[config.mk]
export PLATFORM = sky130hd
export DESIGN_NAME = dsa_ctrl
export DESIGN_NICKNAME = d
export VERILOG_FILES = /design/src/rtl/dsa_pkg.sv /design/src/rtl/dsa_ctrl.sv
export SDC_FILE = /design/constraint.sdc
export NUM_CORES = 1
export LEC_CHECK = 0
export ABC_AREA = 1
export BUFFER_PORTS_ARGS = -buffer_cell sky130_fd_sc_hd__buf_2
export CAP_MARGIN = 30
export CORE_AREA = 2 2 39 41
export DETAILED_ROUTE_END_ITERATION = 8
export DIE_AREA = 0 0 41 43
export SETUP_SLACK_MARGIN = 0.5
export SYNTH_ARGS = -nofsm -noshare
export SYNTH_HDL_FRONTEND = slang
export SYNTH_SLANG_ARGS = --single-unit
[constraint.sdc]
create_clock -name clk_i -period 1.7 [get_ports clk_i]
set_input_delay 0.17 -clock clk_i [delete_from_list [all_inputs] [get_ports clk_i]]
set_output_delay 0.17 -clock clk_i [all_outputs]
set_load 0.005 [all_outputs]
[src/rtl/dsa_pkg.sv]
// Shared types and constants for the descriptor slot allocator.
// Used by dsa_ctrl, dsa_datapath, the top level and the checker; no dependencies.
`timescale 1ns / 1ps
`default_nettype none

package dsa_pkg;

  // Table geometry.
  localparam int SLOTS       = 64;
  localparam int CONTEXTS    = 8;
  localparam int HANDLE_BITS = 32;

  // Field widths of the request and result ports.
  localparam int CMD_W     = 3;
  localparam int CTXF_W    = 3;
  localparam int SLOTF_W   = 6;
  localparam int HANDLEF_W = 32;
  localparam int STATUS_W  = 2;

  // Derived internal widths.
  localparam int SLOT_W    = (SLOTS > 1) ? $clog2(SLOTS) : 1;
  localparam int CTX_W     = (CONTEXTS > 1) ? $clog2(CONTEXTS) : 1;
  localparam int ADDR_W    = CTX_W + SLOT_W;
  localparam int MEM_DEPTH = 1 << ADDR_W;

  // The free-slot search works on groups of eight bits.
  localparam int GROUP_W = 8;
  localparam int GROUPS  = (SLOTS + GROUP_W - 1) / GROUP_W;
  localparam int GRP_W   = (GROUPS > 1) ? $clog2(GROUPS) : 1;
  localparam int ROW_W   = GROUPS * GROUP_W;

  typedef enum logic [CMD_W-1:0] {
    CMD_ALLOC         = 3'd0,
    CMD_RESERVE       = 3'd1,
    CMD_RELEASE       = 3'd2,
    CMD_INSTALL       = 3'd3,
    CMD_LOOKUP        = 3'd4,
    CMD_ALLOC_INSTALL = 3'd5
  } cmd_e;

  typedef enum logic [STATUS_W-1:0] {
    ST_OK   = 2'd0,
    ST_FULL = 2'd1,
    ST_BUSY = 2'd2,
    ST_BADF = 2'd3
  } status_e;

  // Commands from the controller to the datapath.
  typedef struct packed {
    logic capture;     // take the request and the context's occupancy row
    logic find;        // pick the target slot and read its handle
    logic commit;      // update the tables and load the result register
    logic clear_step;  // zero one handle memory entry
  } dp_cmd_t;

  // Status from the datapath to the controller.
  typedef struct packed {
    logic clear_last;  // the clearing sweep is at its last entry
    logic out_stall;   // the result register is full and not being taken
  } dp_stat_t;

endpackage

`default_nettype wire

[src/rtl/dsa_ctrl.sv]
// Sequencing state machine of the descriptor slot allocator.
// Depends on dsa_pkg for the command and status structs.
`timescale 1ns / 1ps
`default_nettype none

module dsa_ctrl (
  input  wire logic              clk_i,
  input  wire logic              rst_ni,
  input  wire logic              in_valid_i,
  output logic                   in_ready_o,
  input  wire dsa_pkg::dp_stat_t stat_i,
  output dsa_pkg::dp_cmd_t       cmd_o
);

  typedef enum logic [1:0] {
    S_CLEAR,
    S_IDLE,
    S_READ,
    S_DONE
  } state_e;

  state_e state_q;
  logic   ready_q;

  always_comb begin
    cmd_o            = '0;
    cmd_o.capture    = (state_q == S_IDLE) && ready_q && in_valid_i;
    cmd_o.find       = (state_q == S_READ);
    cmd_o.commit     = (state_q == S_DONE) && !stat_i.out_stall;
    cmd_o.clear_step = (state_q == S_CLEAR);
  end

  assign in_ready_o = ready_q;

  always_ff @(posedge clk_i or negedge rst_ni) begin
    if (!rst_ni) begin
      state_q <= S_CLEAR;
      ready_q <= 1'b0;
    end else begin
      case (state_q)
        S_CLEAR: begin
          if (stat_i.clear_last) begin
            state_q <= S_IDLE;
            ready_q <= 1'b1;
          end
        end
        S_IDLE: begin
          if (in_valid_i && ready_q) begin
            state_q <= S_READ;
            ready_q <= 1'b0;
          end
        end
        S_READ: begin
          state_q <= S_DONE;
        end
        S_DONE: begin
          if (!stat_i.out_stall) begin
            state_q <= S_IDLE;
            ready_q <= 1'b1;
          end
        end
        default: begin
          state_q <= S_CLEAR;
          ready_q <= 1'b0;
        end
      endcase
    end
  end

endmodule

`default_nettype wire

# ---- Word-level counts from Yosys, hierarchy flattened
# Cells that the tools add are included.
dict set report word_totals {
  regBits 3
  latch_bits 0
  mem_bits_rw 0
  mem_bits_ro 0
  inputBits 5
  out_inout_bits 5
  word_cells 25
  mem_count 0
}
dict set report classes {
  addsub 0
  n_mul 0
  n_div 0
  magnitude_cmp 0
  eq_ne 6
  shift 0
  n_mux 8
  bitwise_logic 0
  reduce_logical 9
}
# operator count
set ops {}
lappend ops {{one-hot mux 2 bit (4 select lines)} 1}
lappend ops {{two-way mux 2 bit} 3}
lappend ops {{== test 2 bit (second input constant)} 2}
lappend ops {{logical AND 1 bit} 4}
lappend ops {{!= test 2 bit (second input constant)} 2}
lappend ops {{AND reduction 4 bit} 1}
lappend ops {{two-way mux 1 bit} 3}
lappend ops {{one-hot mux 1 bit (3 select lines)} 1}
lappend ops {{AND reduction 3 bit} 1}
lappend ops {{nonzero test 3 bit} 1}
lappend ops {{== test 2 x 1 -> 1 bit (second input constant)} 1}
lappend ops {{logical NOT 2 bit} 1}
lappend ops {{!= test 2 x 1 -> 1 bit (second input constant)} 1}
lappend ops {{logical NOT 1 bit} 1}

# ---- Longest topological paths before layout
# Gate-level depths: netlist of the first run.
dict set report depth {
  ltp_word 3
  ltp_mapped 6
  ltp_nobuf 6
}

# ---- Worst setup path before layout of the first run
# No wires, ideal clock.
dict set report synth_timing {
  path_type {register -> register}
  from {register state_q[0]}
  to {register ready_q (netlist: in_ready_o)}
  arrival_ns 0.956
  setup_slack_ns 0.623
  path_stages_with_launch 7
  n_path_buf 0
  cell_sequence {dfrtp_1 > inv_1 > ha_1 > nand2_2 > nand2_1 > o21bai_1 > nand2_1}
}
# element line_no
set synth_lines {}
lappend synth_lines {{start: declaration} dsa_ctrl.sv:22} ;# state_e state_q;
lappend synth_lines {{start signal: assignment} dsa_ctrl.sv:37} ;# state_q <= S_CLEAR;
lappend synth_lines {{start signal: assignment} dsa_ctrl.sv:43} ;# state_q <= S_IDLE;
lappend synth_lines {{start signal: assignment} dsa_ctrl.sv:49} ;# state_q <= S_READ;
lappend synth_lines {{end signal: assignment} dsa_ctrl.sv:38} ;# ready_q <= 1'b0;
lappend synth_lines {{end signal: assignment} dsa_ctrl.sv:44} ;# ready_q <= 1'b1;
lappend synth_lines {{end signal: assignment} dsa_ctrl.sv:50} ;# ready_q <= 1'b0;
lappend synth_lines {{end: declaration} dsa_ctrl.sv:23} ;# logic ready_q;

==> flow_summary_export.csv, run 1 <==
group,metric,value,unit
route,dr.pass1.iters,2,
power,peakVddDrop,0.0005517,V
route,drt-vias-per-instance,3.794,
timing,fin_tns_setup,0,ns
cts,cts_tree,"done",
cts,path_clk_slew,0.04,ns
global_route,grt_pass1_vias,229,
power,intPower,397.4,µW
cells_and_area,num-nets-final,57,
yosys,syn_area,237.7,µm²
power,power_density,1780,nW/µm²
cells_and_area,multi_input_area,160.2,µm²
cts,htreeDepth,1,
timing,max_freq,806.7,MHz
run_status,outcome,"completed",
cells_and_area,nFillCells,155,
floorplan,fp.coreArea,1384,µm²
setup_path,crit_fanout,3,
route,drt_iter0_drc,3,
yosys,synth_area_leader_cell,"dfrtp_1",
cts,cts_root_buffer,"clkbuf_4",
placed_design,io_buffer_count,9,
yosys,syn_inst,31,
setup_path,critPathLaunchType,"flip-flop",
timing,min_period,1.240,ns
setup_path,required,1.53,ns
setup_path,worstPathArrival,1.07,ns
global_route,gr-total-overflow,0,
yosys,synth_nets,40,
global_route,antenna_found_initial,0,
placed_design,routabilityCongestion,0.7447,
power,pwr-share-clk,17.9,%
route,wl,488,µm
placed_design,dpl_cell_area,302.8,µm²
power,swShare,41.68,%
yosys,yosys_warnings,0,
setup_path,reg2reg_slack,0.53,ns
cts,clk_path_buf_depth,2,
yosys,netlist_top_cells_area,"dfrtp_1 32%, ha_1 21%, inv_1 13%",
global_route,gr-usage-all-layers,7.553,%
route,num_vias,239,
cts,clock_latency,0.23,ns
cells_and_area,final_area,382.9,µm²
global_route,grt_max_degree,5,
setup_path,cp_slowest_stage_delay,0.40,ns
yosys,synth_cell_types,10,
yosys,synth_seq_cells,3,
setup_path,path_buf_inv,3,
yosys,yosysTopAreaCellShare,31.58,%
floorplan,chipHeight,43,µm
floorplan,num_rows,14,
timing,post-route-period-util,72.92,%
power,leakagePower,0.0002124,µW
setup_path,cp-startpoint,"state_q[1]$_DFFE_PN0P_",
setup_path,timing.rr.end,"in_ready_o$_DFFE_PN0P_",
setup_path,path_cells,"inv_2 > ha_4 > inv_1 > nor2_1 > buf_2",
timing,slew_viol_final,0,
timing,tightest_slew,0.1302,ns
power,pwr-share-comb,59.1,%
timing,rsz0062_at_grt,"yes",
setup_path,worstSetupPathType,"reg2out",
route,drt.antenna.violating_nets,0,
floorplan,fp.dieW,41,µm
run,maxCapViolCount,0,
timing,setup_viol,0,
yosys,postSynthAreaPerCell,7.669,µm²
power,switching_power,284.1,µW
setup_path,worstReg2RegStart,"state_q[0]$_DFFE_PN0P_",
yosys,yosysSeqAreaShare,31.58,%
cells_and_area,final_util,27.67,%
cells_and_area,diodes,0,
cells_and_area,area_growth,61.05,%
floorplan,initial_core_util,17.18,%
cts,cts_buffers,3,
power,power_frac_seq,23.0,%
timing,fin_skew,0.002651,ns
floorplan,dieArea,1763,µm²
route,drcViolationCount,0,
timing,max_slew_margin,91.32,%
setup_path,cp_slowest_cell,"dfrtp_1",
route,wl_per_cell,7.746,µm
timing,report.final.hold_viol_count,0,
floorplan,num_io_pins,10,
setup_path,cp_top_family,"flip-flops",
global_route,grt_pass1_wl,814,µm
cells_and_area,drive_above_1_share,51.06,%
cts,cts_sinks,3,
cells_and_area,final-seq-area,76.32,µm²
min_path,min_path_type,"in2async",
setup_path,crit_path_end_kind,"output port",
placed_design,dpl.hpwl,400.9,µm
setup_path,r2r_cells,6,
sequential cells by signal, indices dropped and copies added (netlist names):
| register | count |
|---|---|
| in_ready_o | 1 |
| state_q | 2 |
power groups by stage:
stage	Sequential, µW	Combinational, µW	Clock [µW]
after floorplan	143	241	0
after global placement	150	323	0
after detailed placement	150	334	0
after CTS	159	391	129
after global routing	168	465	138
final	157	403	122
final cells by class:
cell class,instances,share of cell area [%]
inverters,8,7.843
flip-flops and latches,3,19.93
multi-input cells,20,41.83
clock buffers,4,6.863
well taps,16,5.229
repair buffers,12,18.30
stage by stage:
stage	worst slack (ns)	total power [µW]	std cells	hold slack, ns
6_report	0.4604	681.5	63	0.2685
3_3_place_gp	0.5657	472.7	56	-0.03224
2_1_floorplan	0.6232	384.0	31	-0.1256
3_5_place_dp	0.5307	483.8	56	-0.03196
4_1_cts	0.4313	678.5	63	0.2684
5_1_grt	0.3774	770.8	63	0.2611
worst max path at each step:
stage | slack, ns | endpoint | cells after the start
after detailed placement | 0.53 | in_ready_o$_DFFE_PN0P_ | 6
after global placement | 0.57 | cmd_o[3] | 5
after floorplan | 0.62 | in_ready_o$_DFFE_PN0P_ | 6
final | 0.46 | cmd_o[3] | 5
after CTS | 0.43 | cmd_o[2] | 3
after global routing | 0.38 | cmd_o[3] | 5
cells in the final DEF (no fill, tap or decap), types with 2 or more instances in the layout:
master	instances
inv_1	7
ha_2	3
buf_2	9
dfrtp_1	2
buf_4	2
nand2_2	3
o21ai_1	2
clkbuf_4	3
nand2_1	6
nor2_1	2
logic make-up (layout without fill, tap and decap cells):
group	after synthesis	in the layout	synth area share, %
buffers and inverters	8	24	12.63
adders and majority gates	4	4	21.05
AOI/OAI and AO/OA	3	3	7.370
DFF	3	3	31.58
and+or+nand+nor	13	13	27.37
layer usage:
layer / wire, µm / vias to the layer above / GRT usage [%] / part of all wire, %
met5: 0 / - / 0 / 0
met4: 0 / 0 / 6.000 / 0
met3: 31 / 0 / 6.283 / 6.4
met2: 290 / 5 / 11.56 / 59
met1: 166 / 109 / 5.519 / 34
li1: - / 125 / - / -
cells in the mapped netlist (all sizes together):
library cell	n
nand2	9
nand4	1
nor2	2
ha	4
inv	8
o21bai	1
dfrtp	3
nand3	1
o21ai	2
what timing repair did:
item	CTS	global route
setup buffers	2	0
endpoints found under the hold margin	3	0
gates resized for setup	6	2
pin swaps	1	0
setup endpoints to repair	4	7
cloned	0	0
hold buffers	1	0
No activity file was read; power rests on OpenSTA's default activity.
==> run 2, diff against run 1 <==
- clock period: 1.7 -> 1.21 ns (I/O delays scaled with it)
==> run 2 against run 1 <==
Compared with the run above:
- clock skew increased by 0.00091 ns
- final area increased by 2.3%
- flip-flop and latch count unchanged
- sequential share of layout area is 0.13 points lower
- critical path depth up 1
- register-to-register slack worse by 0.51 ns
- final cell count rose by 1.6%
- utilization up 0.63 points
- largest power group unchanged
==> flow_summary_export.csv, run 2 (synthesized netlist as in run 1, its figures left out) <==
group,metric,value,unit
cells_and_area,final_cell_mix,"9 x buf_2, 6 x nand2_1, 5 x inv_1",
floorplan,dieArea,1763,µm²
setup_path,crit_path_end_kind,"flip-flop",
cells_and_area,final_area,391.6,µm²
timing,max_slew_margin,91.46,%
global_route,grt_pass1_vias,245,
cells_and_area,final_common_cell,"buf_2",
global_route,grt-busiest-layer,"met2",
global_route,use_met1,6.818,%
setup_path,worstSetupPathType,"reg2reg",
setup_path,path_cells,"ha_4 > buf_4 > nand2_2 > nand2_1 > o21bai_1 > nand2_1",
cells_and_area,diodes,0,
run_status,outcome,"completed",
route,drcViolationCount,0,
route,dr.pass1.iters,2,
placed_design,routabilityCongestion,0.6470,
cells_and_area,nFillCells,154,
cells_and_area,regMostFlops,"state_q",
setup_path,cp_top_family,"flip-flops",
cts,cts_root_buffer,"clkbuf_4",
placed_design,io_buffer_count,9,
floorplan,fp.coreArea,1384,µm²
power,power_density,2553,nW/µm²
route,wl,470,µm
cts,cts_sinks,3,
route,wl_per_cell,7.344,µm
run,maxCapViolCount,0,
floorplan,chipHeight,43,µm
setup_path,path_buf_inv,1,
min_path,min_path_type,"in2async",
floorplan,fp.dieW,41,µm
power,leakagePower,0.0002149,µW
timing,fin_tns_setup,0,ns
placed_design,dpl_cell_area,310.3,µm²
global_route,use_met2,10.94,%
timing,whs,0.2205,ns
global_route,antenna_found_initial,0,
setup_path,worstReg2RegStart,"state_q[0]$_DFFE_PN0P_",
timing,rsz0062_at_grt,"yes",
cts,clk_path_buf_depth,2,
setup_path,timing.rr.end,"in_ready_o$_DFFE_PN0P_",
setup_path,required,1.32,ns
cts,cts_tree,"done",
cells_and_area,drive_above_1_share,58.33,%
setup_path,crit_fanout,4,
floorplan,num_rows,14,
cts,path_clk_slew,0.04,ns
global_route,grt_max_degree,5,
route,drt_iter0_drc,2,
timing,report.final.hold_viol_count,0,
setup_path,crit_top_cell,"nand2_1",
global_route,grt_pass1_wl,807,µm
route,drt.antenna.violating_nets,0,
power,peakVddDrop,0.0004595,V
global_route,gr-total-overflow,0,
setup_path,worstPathArrival,1.30,ns
global_route,use_met3,1.571,%
floorplan,initial_core_util,17.18,%
timing,slew_viol_final,0,
cts,clock_latency,0.23,ns
cts,cts_buffers,3,
setup_path,r2r_cells,6,
setup_path,cp_slowest_cell,"dfrtp_2",
cells_and_area,num-nets-final,58,
setup_path,critPathLaunchType,"flip-flop",
route,drt-vias-per-instance,3.797,
route,num_vias,243,
floorplan,num_io_pins,10,
timing,fin_skew,0.003559,ns
setup_path,reg2reg_slack,0.02,ns
placed_design,dpl.hpwl,378.6,µm
cells_and_area,largest_reg_flops,2,
cells_and_area,area_growth,64.74,%
timing,tightest_slew,0.1281,ns
timing,setup_viol,0,
setup_path,cp_slowest_stage_delay,0.44,ns
timing,post-route-period-util,98.72,%
timing,min_period,1.194,ns
global_route,gr-usage-all-layers,6.848,%
cts,htreeDepth,1,
timing,max_freq,837.2,MHz
[run 2: changes by cell type in the layout (fill, tap and decap cells not counted)]
cell and change:
inv_2 +2, dfrtp_2 +1, buf_4 +1, inv_1 -2, dfrtp_1 -1
[run 2: worst max-delay path by stage]
stage                                 startpoint                     end  cells after the start
after floorplan           state_q[1]$_DFFE_PN0P_  in_ready_o$_DFFE_PN0P_                      6
after global placement    state_q[1]$_DFFE_PN0P_  in_ready_o$_DFFE_PN0P_                      6
after detailed placement  state_q[1]$_DFFE_PN0P_  in_ready_o$_DFFE_PN0P_                      6
after CTS                 state_q[1]$_DFFE_PN0P_                cmd_o[3]                      5
after global routing      state_q[1]$_DFFE_PN0P_                cmd_o[3]                      5
final                     state_q[0]$_DFFE_PN0P_  in_ready_o$_DFFE_PN0P_                      6
[run 2: area by class of cell]
type                       count  area, µm²  area share [%]
sequential                     3      77.57           19.81
timing repair buffer          13      77.57           19.81
multi-input combinational     20      160.2           40.89
inverter                       8      30.03           7.668
clock buffer                   4      26.28           6.709
tap                           16      20.02           5.112
[run 2: worst reg2reg max path: cells and delay by family, from the launching register on]
| family | cells | cell delay (ns) |
|---|---|---|
| AOI/OAI and AO/OA | 1 | 0.12 |
| buffers and inverters | 1 | 0.13 |
| adders and majority gates | 1 | 0.18 |
| DFF | 1 | 0.44 |
| and+or+nand+nor | 3 | 0.22 |
[run 2: per-layer routing]
metal	vias up	routed length, µm	part of all wire, %
met5	-	0	0
met4	0	0	0
met3	0	17	3.6
met2	3	280	60
met1	112	172	37
li1	128	-	-
[run 2: through the flow]
| stage | util, % | setup WS, ns | power, µW | std cells |
|---|---|---|---|---|
| 2_1_floorplan | - | 0.1965 | 557.5 | 31 |
| 3_3_place_gp | 22.42 | 0.1043 | 690.3 | 56 |
| 3_5_place_dp | 22.42 | 0.09464 | 697.5 | 56 |
| 4_1_cts | 27.49 | -0.02725 | 984.3 | 64 |
| 5_1_grt | 28.30 | -0.07915 | 1130 | 64 |
| 6_report | 28.30 | 0.01554 | 999.7 | 64 |
[run 2: repair_timing]
item | 4_1_cts | 5_1_grt
endpoints found under the setup margin | 8 | 8
setup buffers | 3 | 0
hold buffers | 1 | 0
pin swaps | 5 | 2
gates resized for setup | 4 | 3
hold endpoints to repair | 3 | 0
[run 2: report_power, final]
part           total, µW  switching [µW]  internal (µW)  leakage, µW
clock                168            45.3            123    0.0000150
combinational        599             299            300     0.000167
sequential           232            66.9            165    0.0000325
